File: src/sv/mtcs_pkg.sv
// Shared types and constants of the multithreaded core switch.
// Depends on nothing; imported by mtcs_exec, multithread_core_switch and the testbench.
package mtcs_pkg;

  localparam int THREADS         = 4;
  localparam int REGS_PER_THREAD = 8;

  localparam int DataW   = 32;
  localparam int PcW     = 16;
  localparam int RegW    = 3;
  localparam int ThrW    = (THREADS > 1) ? $clog2(THREADS) : 1;
  localparam int ThrCntW = $clog2(THREADS + 1);
  localparam int RfDepth = THREADS * REGS_PER_THREAD;
  localparam int RfAw    = $clog2(RfDepth);

  localparam int CfgIdxW  = 1;
  localparam int CfgDataW = 4;

  typedef enum logic [CfgIdxW-1:0] {
    CFG_SWITCH_MODE  = 1'b0,
    CFG_THREAD_COUNT = 1'b1
  } cfg_idx_e;

  typedef enum logic [2:0] {
    OP_NOP  = 3'd0,
    OP_ADD  = 3'd1,
    OP_SUB  = 3'd2,
    OP_ADDI = 3'd3,
    OP_SUBI = 3'd4,
    OP_LOAD = 3'd5,
    OP_STORE = 3'd6,
    OP_HALT = 3'd7
  } opcode_e;

  typedef enum logic {
    FUNC_INSN  = 1'b0,
    FUNC_LDATA = 1'b1
  } func_e;

  typedef enum logic [1:0] {
    MEM_NONE  = 2'd0,
    MEM_READ  = 2'd1,
    MEM_WRITE = 2'd2
  } mem_op_e;

  typedef struct packed {
    logic               func;
    logic [2:0]         opcode;
    logic [2:0]         dst_reg;
    logic [2:0]         src_reg;
    logic signed [31:0] src2_or_imm;
    logic signed [31:0] load_data;
  } in_item_t;

  typedef struct packed {
    logic               fetch_valid;
    logic [2:0]         fetch_thread;
    logic [15:0]        fetch_pc;
    mem_op_e            mem_op;
    logic [31:0]        mem_addr;
    logic signed [31:0] mem_wdata;
    logic               all_done;
  } out_item_t;

  // Core architectural state except the register file.
  typedef struct packed {
    logic [ThrW-1:0]               cur;
    logic                          pend;
    logic [RegW-1:0]               tgt;
    logic [THREADS-1:0]            halted;
    logic [THREADS-1:0][PcW-1:0]   pc;
  } core_state_t;

  // Register file write request.
  typedef struct packed {
    logic             we;
    logic [ThrW-1:0]  thr;
    logic [RegW-1:0]  idx;
    logic [DataW-1:0] data;
  } rf_wr_t;

endpackage

File: src/sv/multithread_core_switch.sv
// Top level of the multithreaded core switch: handshakes, register file, state.
// Depends on mtcs_pkg and mtcs_exec.
//
// Usage:
//  - Input channel (in_valid_i / in_stall_o / in_item_i): one transfer is either
//    the fetched instruction of the current thread or the data of its load.
//  - Output channel (out_valid_o / out_stall_i / out_item_o): exactly one
//    result transfer per input transfer, in order: next fetch, memory request
//    and the all-done flag.
//  - Config port (cfg_we_i / cfg_idx_i / cfg_wdata_i): switch mode and thread
//    count, written while the core has nothing in flight.
// Result path: the item and its operands are registered at input transfer, then
//  executed into the output register once that register is free.
// Throughput: one item per cycle while the output is not stalled. The register file
//  read is registered at input transfer; the previous item's result is forwarded.
// Reset: all threads at PC 0, none halted, thread 0 current, no load pending,
//  registers read as zero (per-entry valid bits), blocked mode, one thread.
// Stall: while out_stall_i holds a result, the execute stage keeps its item and
//  in_stall_o rises only if that stage is also full.
module multithread_core_switch (
  input  logic                             clk_i,
  input  logic                             rst_ni,
  input  logic                             in_valid_i,
  output logic                             in_stall_o,
  input  mtcs_pkg::in_item_t               in_item_i,
  output logic                             out_valid_o,
  input  logic                             out_stall_i,
  output mtcs_pkg::out_item_t              out_item_o,
  input  logic                             cfg_we_i,
  input  logic [mtcs_pkg::CfgIdxW-1:0]     cfg_idx_i,
  input  logic [mtcs_pkg::CfgDataW-1:0]    cfg_wdata_i
);
  import mtcs_pkg::*;

  // config
  logic                fine_mode_q;
  logic [CfgDataW-1:0] tcnt_q;
  logic [ThrCntW-1:0]  n_used;

  // pipeline control
  logic e_vld_q, out_vld_q;
  logic out_free, e_fire, in_fire;

  // payload
  in_item_t  e_item_q;
  out_item_t out_q;

  // architectural state
  core_state_t state_q, state_d;
  rf_wr_t      wr;
  out_item_t   res;

  // register file: memory plus reset valid bits
  logic [DataW-1:0]   rf [RfDepth];
  logic [RfDepth-1:0] rf_vld_q;
  logic [ThrW-1:0]    rd_thr;
  logic [RfAw-1:0]    raddr_a, raddr_b, waddr;
  logic [ThrW+RegW-1:0] raddr_a_full, raddr_b_full, waddr_full;
  logic [DataW-1:0]   rd_a_q, rd_b_q, fwd_data_q;
  logic               vld_a_q, vld_b_q, fwd_a_q, fwd_b_q;
  logic [DataW-1:0]   op_a, op_b;

  // effective thread count: 0 acts as 1, saturates at THREADS
  always_comb begin
    priority if (tcnt_q == '0) begin
      n_used = ThrCntW'(1);
    end else if (tcnt_q > CfgDataW'(THREADS)) begin
      n_used = ThrCntW'(THREADS);
    end else begin
      n_used = tcnt_q[ThrCntW-1:0];
    end
  end

  assign out_free   = !out_vld_q || !out_stall_i;
  assign e_fire     = e_vld_q && out_free;
  assign in_stall_o = e_vld_q && !out_free;
  assign in_fire    = in_valid_i && !in_stall_o;

  assign out_valid_o = out_vld_q;
  assign out_item_o  = out_q;

  // operand read uses the thread that will be current when this item executes
  assign rd_thr       = e_fire ? state_d.cur : state_q.cur;
  assign raddr_a_full = {rd_thr, in_item_i.src_reg};
  assign raddr_b_full = {rd_thr, in_item_i.src2_or_imm[RegW-1:0]};
  assign waddr_full   = {wr.thr, wr.idx};
  assign raddr_a      = raddr_a_full[RfAw-1:0];
  assign raddr_b      = raddr_b_full[RfAw-1:0];
  assign waddr        = waddr_full[RfAw-1:0];

  assign op_a = fwd_a_q ? fwd_data_q : (vld_a_q ? rd_a_q : '0);
  assign op_b = fwd_b_q ? fwd_data_q : (vld_b_q ? rd_b_q : '0);

  mtcs_exec u_exec (
    .item_i      (e_item_q),
    .op_a_i      (op_a),
    .op_b_i      (op_b),
    .state_i     (state_q),
    .fine_mode_i (fine_mode_q),
    .n_used_i    (n_used),
    .state_o     (state_d),
    .wr_o        (wr),
    .res_o       (res)
  );

  // control and state
  always_ff @(posedge clk_i or negedge rst_ni) begin
    if (!rst_ni) begin
      e_vld_q     <= 1'b0;
      out_vld_q   <= 1'b0;
      state_q     <= '0;
      rf_vld_q    <= '0;
      fine_mode_q <= 1'b0;
      tcnt_q      <= CfgDataW'(1);
    end else begin
      if (in_fire) begin
        e_vld_q <= 1'b1;
      end else if (e_fire) begin
        e_vld_q <= 1'b0;
      end
      if (e_fire) begin
        out_vld_q <= 1'b1;
      end else if (!out_stall_i) begin
        out_vld_q <= 1'b0;
      end
      if (e_fire) begin
        state_q <= state_d;
        if (wr.we) begin
          rf_vld_q[waddr] <= 1'b1;
        end
      end
      if (cfg_we_i) begin
        unique case (cfg_idx_e'(cfg_idx_i))
          CFG_SWITCH_MODE:  fine_mode_q <= cfg_wdata_i[0];
          CFG_THREAD_COUNT: tcnt_q      <= cfg_wdata_i;
        endcase
      end
    end
  end

  // payload registers
  always_ff @(posedge clk_i) begin
    if (in_fire) begin
      e_item_q <= in_item_i;
    end
    if (e_fire) begin
      out_q <= res;
    end
  end

  // register file memory with registered reads and write-to-read forwarding
  always_ff @(posedge clk_i) begin
    if (e_fire && wr.we) begin
      rf[waddr] <= wr.data;
    end
    if (in_fire) begin
      rd_a_q     <= rf[raddr_a];
      rd_b_q     <= rf[raddr_b];
      vld_a_q    <= rf_vld_q[raddr_a];
      vld_b_q    <= rf_vld_q[raddr_b];
      fwd_a_q    <= e_fire && wr.we && (waddr == raddr_a);
      fwd_b_q    <= e_fire && wr.we && (waddr == raddr_b);
      fwd_data_q <= wr.data;
    end
  end

endmodule

File: src/sv/mtcs_exec.sv
// Execute step of the multithreaded core: one item, state update, next fetch.
// Depends on mtcs_pkg.
module mtcs_exec (
  input  mtcs_pkg::in_item_t                 item_i,
  input  logic [mtcs_pkg::DataW-1:0]         op_a_i,
  input  logic [mtcs_pkg::DataW-1:0]         op_b_i,
  input  mtcs_pkg::core_state_t              state_i,
  input  logic                               fine_mode_i,
  input  logic [mtcs_pkg::ThrCntW-1:0]       n_used_i,
  output mtcs_pkg::core_state_t              state_o,
  output mtcs_pkg::rf_wr_t                   wr_o,
  output mtcs_pkg::out_item_t                res_o
);
  import mtcs_pkg::*;

  logic [DataW-1:0]   imm;
  logic [ThrCntW-1:0] cur_ext;
  logic [ThrCntW-1:0] start;
  logic [ThrCntW-1:0] s;
  logic [ThrCntW:0]   t;
  logic [ThrW-1:0]    sel;
  logic               found;
  logic               do_pick;
  logic               go_on;
  logic               all_halted;
  logic [THREADS-1:0] used_mask;

  assign imm     = item_i.src2_or_imm;
  assign cur_ext = ThrCntW'(state_i.cur);

  always_comb begin
    for (int i = 0; i < THREADS; i++) begin
      used_mask[i] = (ThrCntW'(i) < n_used_i);
    end
    all_halted = &(state_i.halted | ~used_mask);
  end

  always_comb begin
    state_o = state_i;
    wr_o    = '0;
    res_o   = '0;
    do_pick = 1'b0;
    start   = cur_ext;
    go_on   = fine_mode_i;
    s       = '0;
    t       = '0;
    sel     = '0;
    found   = 1'b0;

    wr_o.thr = state_i.cur;
    wr_o.idx = item_i.dst_reg;

    if (item_i.func == FUNC_LDATA) begin
      do_pick = 1'b1;
      if (state_i.pend) begin
        wr_o.we      = 1'b1;
        wr_o.idx     = state_i.tgt;
        wr_o.data    = item_i.load_data;
        state_o.pend = 1'b0;
        start        = cur_ext + ThrCntW'(1);
      end
    end else if (state_i.pend) begin
      res_o.all_done = all_halted;
    end else if (cur_ext >= n_used_i || state_i.halted[state_i.cur]) begin
      do_pick = 1'b1;
    end else begin
      if (opcode_e'(item_i.opcode) != OP_HALT) begin
        state_o.pc[state_i.cur] = state_i.pc[state_i.cur] + PcW'(1);
      end
      do_pick = 1'b1;
      unique case (opcode_e'(item_i.opcode))
        OP_NOP: ;
        OP_ADD: begin
          wr_o.we   = 1'b1;
          wr_o.data = op_a_i + op_b_i;
        end
        OP_SUB: begin
          wr_o.we   = 1'b1;
          wr_o.data = op_a_i - op_b_i;
        end
        OP_ADDI: begin
          wr_o.we   = 1'b1;
          wr_o.data = op_a_i + imm;
        end
        OP_SUBI: begin
          wr_o.we   = 1'b1;
          wr_o.data = op_a_i - imm;
        end
        OP_LOAD: begin
          // thread parks until its data returns; no fetch this time
          state_o.pend   = 1'b1;
          state_o.tgt    = item_i.dst_reg;
          res_o.mem_op   = MEM_READ;
          res_o.mem_addr = op_a_i + imm;
          res_o.all_done = all_halted;
          do_pick        = 1'b0;
        end
        OP_STORE: begin
          res_o.mem_op    = MEM_WRITE;
          res_o.mem_addr  = DataW'(item_i.dst_reg);
          res_o.mem_wdata = op_a_i + imm;
          go_on           = 1'b1;
        end
        OP_HALT: begin
          state_o.halted[state_i.cur] = 1'b1;
          go_on                       = 1'b1;
        end
      endcase
      start = go_on ? cur_ext + ThrCntW'(1) : cur_ext;
    end

    // round-robin search over threads in use, halted ones skipped
    if (do_pick) begin
      s = (start >= n_used_i) ? '0 : start;
      for (int k = 0; k < THREADS; k++) begin
        t = {1'b0, s} + (ThrCntW+1)'(k);
        if (t >= {1'b0, n_used_i}) begin
          t = t - {1'b0, n_used_i};
        end
        if (!found && (ThrCntW'(k) < n_used_i) && !state_o.halted[t[ThrW-1:0]]) begin
          found = 1'b1;
          sel   = t[ThrW-1:0];
        end
      end
      if (found) begin
        state_o.cur        = sel;
        res_o.fetch_valid  = 1'b1;
        res_o.fetch_thread = 3'(sel);
        res_o.fetch_pc     = state_o.pc[sel];
      end else begin
        state_o.cur    = s[ThrW-1:0];
        res_o.all_done = 1'b1;
      end
    end
  end

endmodule

File: config.mk
export PLATFORM = sky130hd
export DESIGN_NAME = multithread_core_switch
export DESIGN_NICKNAME = d
export VERILOG_FILES = /design/src/sv/mtcs_pkg.sv /design/src/sv/multithread_core_switch.sv /design/src/sv/mtcs_exec.sv
export SDC_FILE = /design/constraint.sdc
export NUM_CORES = 2
export LEC_CHECK = 0
export CAP_MARGIN = 20
export CORE_ASPECT_RATIO = 0.5
export CORE_UTILIZATION = 58
export DETAILED_ROUTE_END_ITERATION = 7
export DONT_BUFFER_PORTS = 1
export PLACE_DENSITY = 0.75
export SETUP_SLACK_MARGIN = 0.02
export SLEW_MARGIN = 10
export SYNTH_ARGS = -nofsm -noshare
export SYNTH_HDL_FRONTEND = slang
export SYNTH_HIERARCHICAL = 1
export SYNTH_SLANG_ARGS = --single-unit
File: constraint.sdc
create_clock -name clk_i -period 8.9 [get_ports clk_i]
set_clock_uncertainty 0.2 [all_clocks]
set_input_delay 0 -clock clk_i [delete_from_list [all_inputs] [get_ports clk_i]]
set_output_delay 0 -clock clk_i [all_outputs]
set_load 0.02 [all_outputs]
; Yosys cells after proc, flatten, opt, wreduce, memory -nomap -nowiden
; Memory sizes are Yosys's and may differ from the RTL's. A register that Yosys moved wholly into a read port is not among the register bits.
; Index checks and enable logic that the tools add are counted.
[classes]
n_addsub = 13
n_mux = 102
bitwise_logic = 9
order_cmp = 22
eq_ne = 11
reduce_logical = 40
[op_table]
columns = cell, n
row1 = $mux 32, 8
row2 = $mux 72, 2
row3 = $pmux 32 s4, 1
row4 = $mux 68, 1
row5 = $pmux 34 s2, 1
row6 = $mux 67, 1
row7 = $add 32x32->32, 2
row8 = $bmux 16 s2, 2
row9 = $bwmux 64, 1
row10 = $mux 64, 1
row11 = $sub 32x32->32, 2
row12 = $mux 16, 3
row13 = $mux 1, 42
row14 = $mux 35, 1
row15 = $demux 16 s2, 1
row16 = $mux 2, 16
row17 = $or 32x32->32, 1
row18 = $mux 3, 9
row19 = $mux 20, 1
row20 = $lt 2x3->1 const B, 6
row21 = $lt 5x6->1 const B, 3
row22 = $add 16x1->16 const B, 1
row23 = $logic_and 1x1->1, 15
row24 = $eq 3x3->1 const B, 4
row25 = other kinds (35), 72
[word_totals]
in_bits = 84
ram_bits = 1024
ff_bits = 307
n_memories = 1
[memory_table]
columns = memory, depth, width, read_ports, rd_clocked_by_memory_dff, write_ports, line
row1 = rf, 32, 32, 2, 2, 1, multithread_core_switch.sv:54  ; logic [DataW-1:0] rf [RfDepth];

; Longest topological paths before layout
[logic_depth]
depth_word = 43
depth_mapped = 35

; By module
; Netlist, hierarchy kept.
[by_module_without_submodules]
columns = module, area_per_inst_um2, cells_per_inst, instances
row1 = multithread_core_switch, 61368.9, 2848, 1
row2 = mtcs_exec, 8305.5, 1233, 1

; Worst setup path before layout
; Ideal clock, no wire load.
[synth_timing]
kind = flip-flop to flip-flop
startpoint = reg tcnt_q[3]
endpoint = reg rd_b_q[17] (read register of rf) (data pin)
setup_ns = 0.260
setup_slack_ns = 0.525
t_arrival_ns = 7.915
required_ns = 8.440
stages_incl_launch_ff = 36
path_buffers = 4
cell_sequence = dfrtp_1 -> or2_2 -> nor2_1 -> inv_1 -> ha_1 -> or3b_2 -> a211o_1 -> o211ai_2 -> and3_2 -> inv_2 -> ha_1 -> nand2_1 -> o21ai_1 -> nor2_1 -> mux2i_1 -> ha_1 -> inv_1 -> fa_1 -> inv_1 -> a21o_1 -> a221o_1 -> nor3_2 -> mux2i_2 -> mux2i_1 -> a2bb2oi_2 -> and2_1 -> a32o_1 -> buf_6 -> a21boi_1 -> o21ai_1 -> mux2_4 -> buf_4 -> buf_6 -> buf_6 -> mux2i_1 -> mux2_2
[synth_lines]
columns = item, line
row1 = "start, declared", multithread_core_switch.sv:37  ; logic [CfgDataW-1:0] tcnt_q;
row2 = "start signal, assigned", multithread_core_switch.sv:114  ; tcnt_q <= CfgDataW'(1);
row3 = "start signal, assigned", multithread_core_switch.sv:135  ; CFG_THREAD_COUNT: tcnt_q <= cfg_wdata_i;
row4 = "end, declared", multithread_core_switch.sv:59  ; logic [DataW-1:0] rd_a_q, rd_b_q, fwd_data_q;

==> flow_summary.toml <==
[clocking]
htreeDepth = 3
cts_max_path_buffers = 3
clk_latency_ns = 0.78
cts_tree = "yes"
cts.sinks = 1395
clk_pin_slew_ns = 0.07
numCtsBuffers = 118
cts_root_buf = "clkbuf_16"

[sta]
setup_ws_ns = 0.432
setup_viol = 0
slew_viol_final = 0
max_freq_mhz = 118
hold_viol = 0
min_period_over_period = 0.951
fin_crit_ns = 8.47
slew_headroom = 0.134
tightest_slew_ns = 1.30

[synth]
synthCells = 4078
ys_warn_count = 6
netlist_area_um2 = 69600
syn_avg_cell_area_um2 = 17.1
syn_nets = 4254

[die]
rows = 89
io_pins = 173
die_area_um2 = 121000
start_util = 0.587
die_h_um = 247
coreArea_um2 = 118000
die_x_um = 492

[pwr]
combPwrFrac = 0.331
switchingPower_w = 0.00711
power.density_nw_per_um2 = 268
internal_power_w = 0.0139
vdd_ir_drop_max_mv = 0.472
swShare = 0.339
power_frac_seq = 0.412
p_leak_nw = 27.6
power_w = 0.0210
p_clk_frac = 0.257

[layout]
area_growth_pct = 12.4
final_layout_size_suffix_gt1_frac = 0.251
final_cells = 5999
nets = 4483

[worst_setup_path]
cpPeakStageDelay_ns = 0.57
required_ns = 9.24
timing.rr.start = "tcnt_q[3]"
arrival_ns = 8.81
crit_path_max_fanout = 12
path_class = "reg -> reg"
critPathTopFamily = "simple AND/OR/NAND/NOR gates"
crit_buf_inv = 6
critPathLaunchType = "register"
cpMostUsedCell = "ha_1"
crit_path_end_kind = "register"
crit_slowest_cell = "dlygate4sd3_1"
regToRegEndpoint = "rd_b_q[18]"
r2r_cells = 33
reg2reg_slack_ns = 0.43

[placement]
post-dp-hpwl_mm = 111
placement.io_buffers = 0
place.gp.congestion = 0.926
place_inst = 5492
dp_slack_ns = 0.244

[detailed_routing]
viasPerCell = 7.10
wl_met1_mm = 71.9
drc = 30
vias = 42600
top_layer = "met5"
dr.pass1.iters = 8
drt-initial-drc-count = 5961
ant_nets = 0
dr_wl_met2_mm = 88.5
dr_wl_met3_mm = 29.9
routed_wl_mm = 197
drt-wirelength-per-cell_um = 32.9

[run_status]
outcome = "complete, but fails checks"
violations = "design-rule violations"

[min_path]
hold_start = "in_item_i[32]"
min_path_type = "in -> reg"
min_to = "e_item_q[32]"
holdPathStages = 2

[global_routing]
grt_pass1_vias = 41900
gr-usage-all-layers = 0.322
grt.overflow.total = 0
antenna_found_initial = 7
grt_pass1_wl_mm = 282
grt_max_degree = 267

[flow_run]
drv_cap = 0
## cells in the final DEF, fill, tap and decap left out, drive strengths merged, types with 27 or more instances in the layout
| cell type | instances |
|---|---|
| edfxtp | 1282 |
| mux4 | 545 |
| mux2i | 438 |
| dlygate4sd3 | 255 |
| mux2 | 171 |
| nand2 | 169 |
| nor2 | 164 |
| clkbuf | 142 |
| buf | 114 |
| dfrtp | 112 |
| o21ai | 110 |
| ha | 86 |
| a22o | 78 |
| a21oi | 73 |
| inv | 65 |
| clkinv | 53 |
| xnor2 | 47 |
| a21o | 39 |
| o21bai | 36 |
| nor3 | 31 |
| xor2 | 30 |
| o22ai | 29 |
| a221oi | 27 |
## routing by layer
layer	GRT usage	up-vias
met2	0.490	3076
li1	-	17200
met3	0.108	455
met1	0.440	21900
met4	0.107	2
met5	0	-
## power by group through the flow
stage	registers, W	clock network [W]	logic, W
final	0.00865	0.00538	0.00694
after global routing	0.00867	0.00564	0.00731
after CTS	0.00859	0.00540	0.00649
after detailed placement	0.00873	0	0.00611
after global placement	0.00872	0	0.00596
after floorplan	0.00841	0	0.00482
## repair_timing
item	CTS	global route
hold endpoints to repair	402	0
gates resized for setup	0	8
hold buffers	263	0
buffers inserted	0	10
setup endpoints to repair	0	68
## area by class of cell
cell class,count,area (um2)
diodes,1,2.50
clock buffers,142,3060
clock inverters,77,907
fillers,7710,40200
inverters,60,225
multi-input cells,2363,26900
flip-flops and latches,1395,41300
well taps,1592,1990
repair buffers,369,3780
## sequential cells by signal, summed over array words and instances, names as in the netlist, 4 cells and up
register and count:
rf 1024, tcnt_q 4, rd_b_q 32, rd_a_q 32, out_item_o 87, rf_vld_q 32
state_q 74, e_item_q 71, fwd_data_q 32
## per-stage QoR
step	hold WS [ns]	TNS, ns	cell area [um2]	utilization
floorplan	-0.496	0	69600	-
global route	0.0780	-0.00451	78200	0.660
CTS	0.101	0	77800	0.657
finish	0.0549	0	78200	0.660
detailed placement	-0.493	0	71100	0.600
global placement	-0.491	0	71100	0.600
## how the worst max path moves through the flow
stage | startpoint | to | slack, ns | depth (start not counted)
after floorplan | tcnt_q[3] | rd_b_q[17] | 0.53 | 35
after global placement | tcnt_q[3] | rd_a_q[31] | 0.39 | 30
after detailed placement | tcnt_q[3] | rd_b_q[31] | 0.24 | 30
after CTS | tcnt_q[3] | rd_b_q[31] | 0.26 | 28
after global routing | tcnt_q[3] | rd_b_q[14] | -0.005 | 34
final | tcnt_q[3] | rd_b_q[18] | 0.43 | 33
No activity file was read; power rests on OpenSTA's default activity.
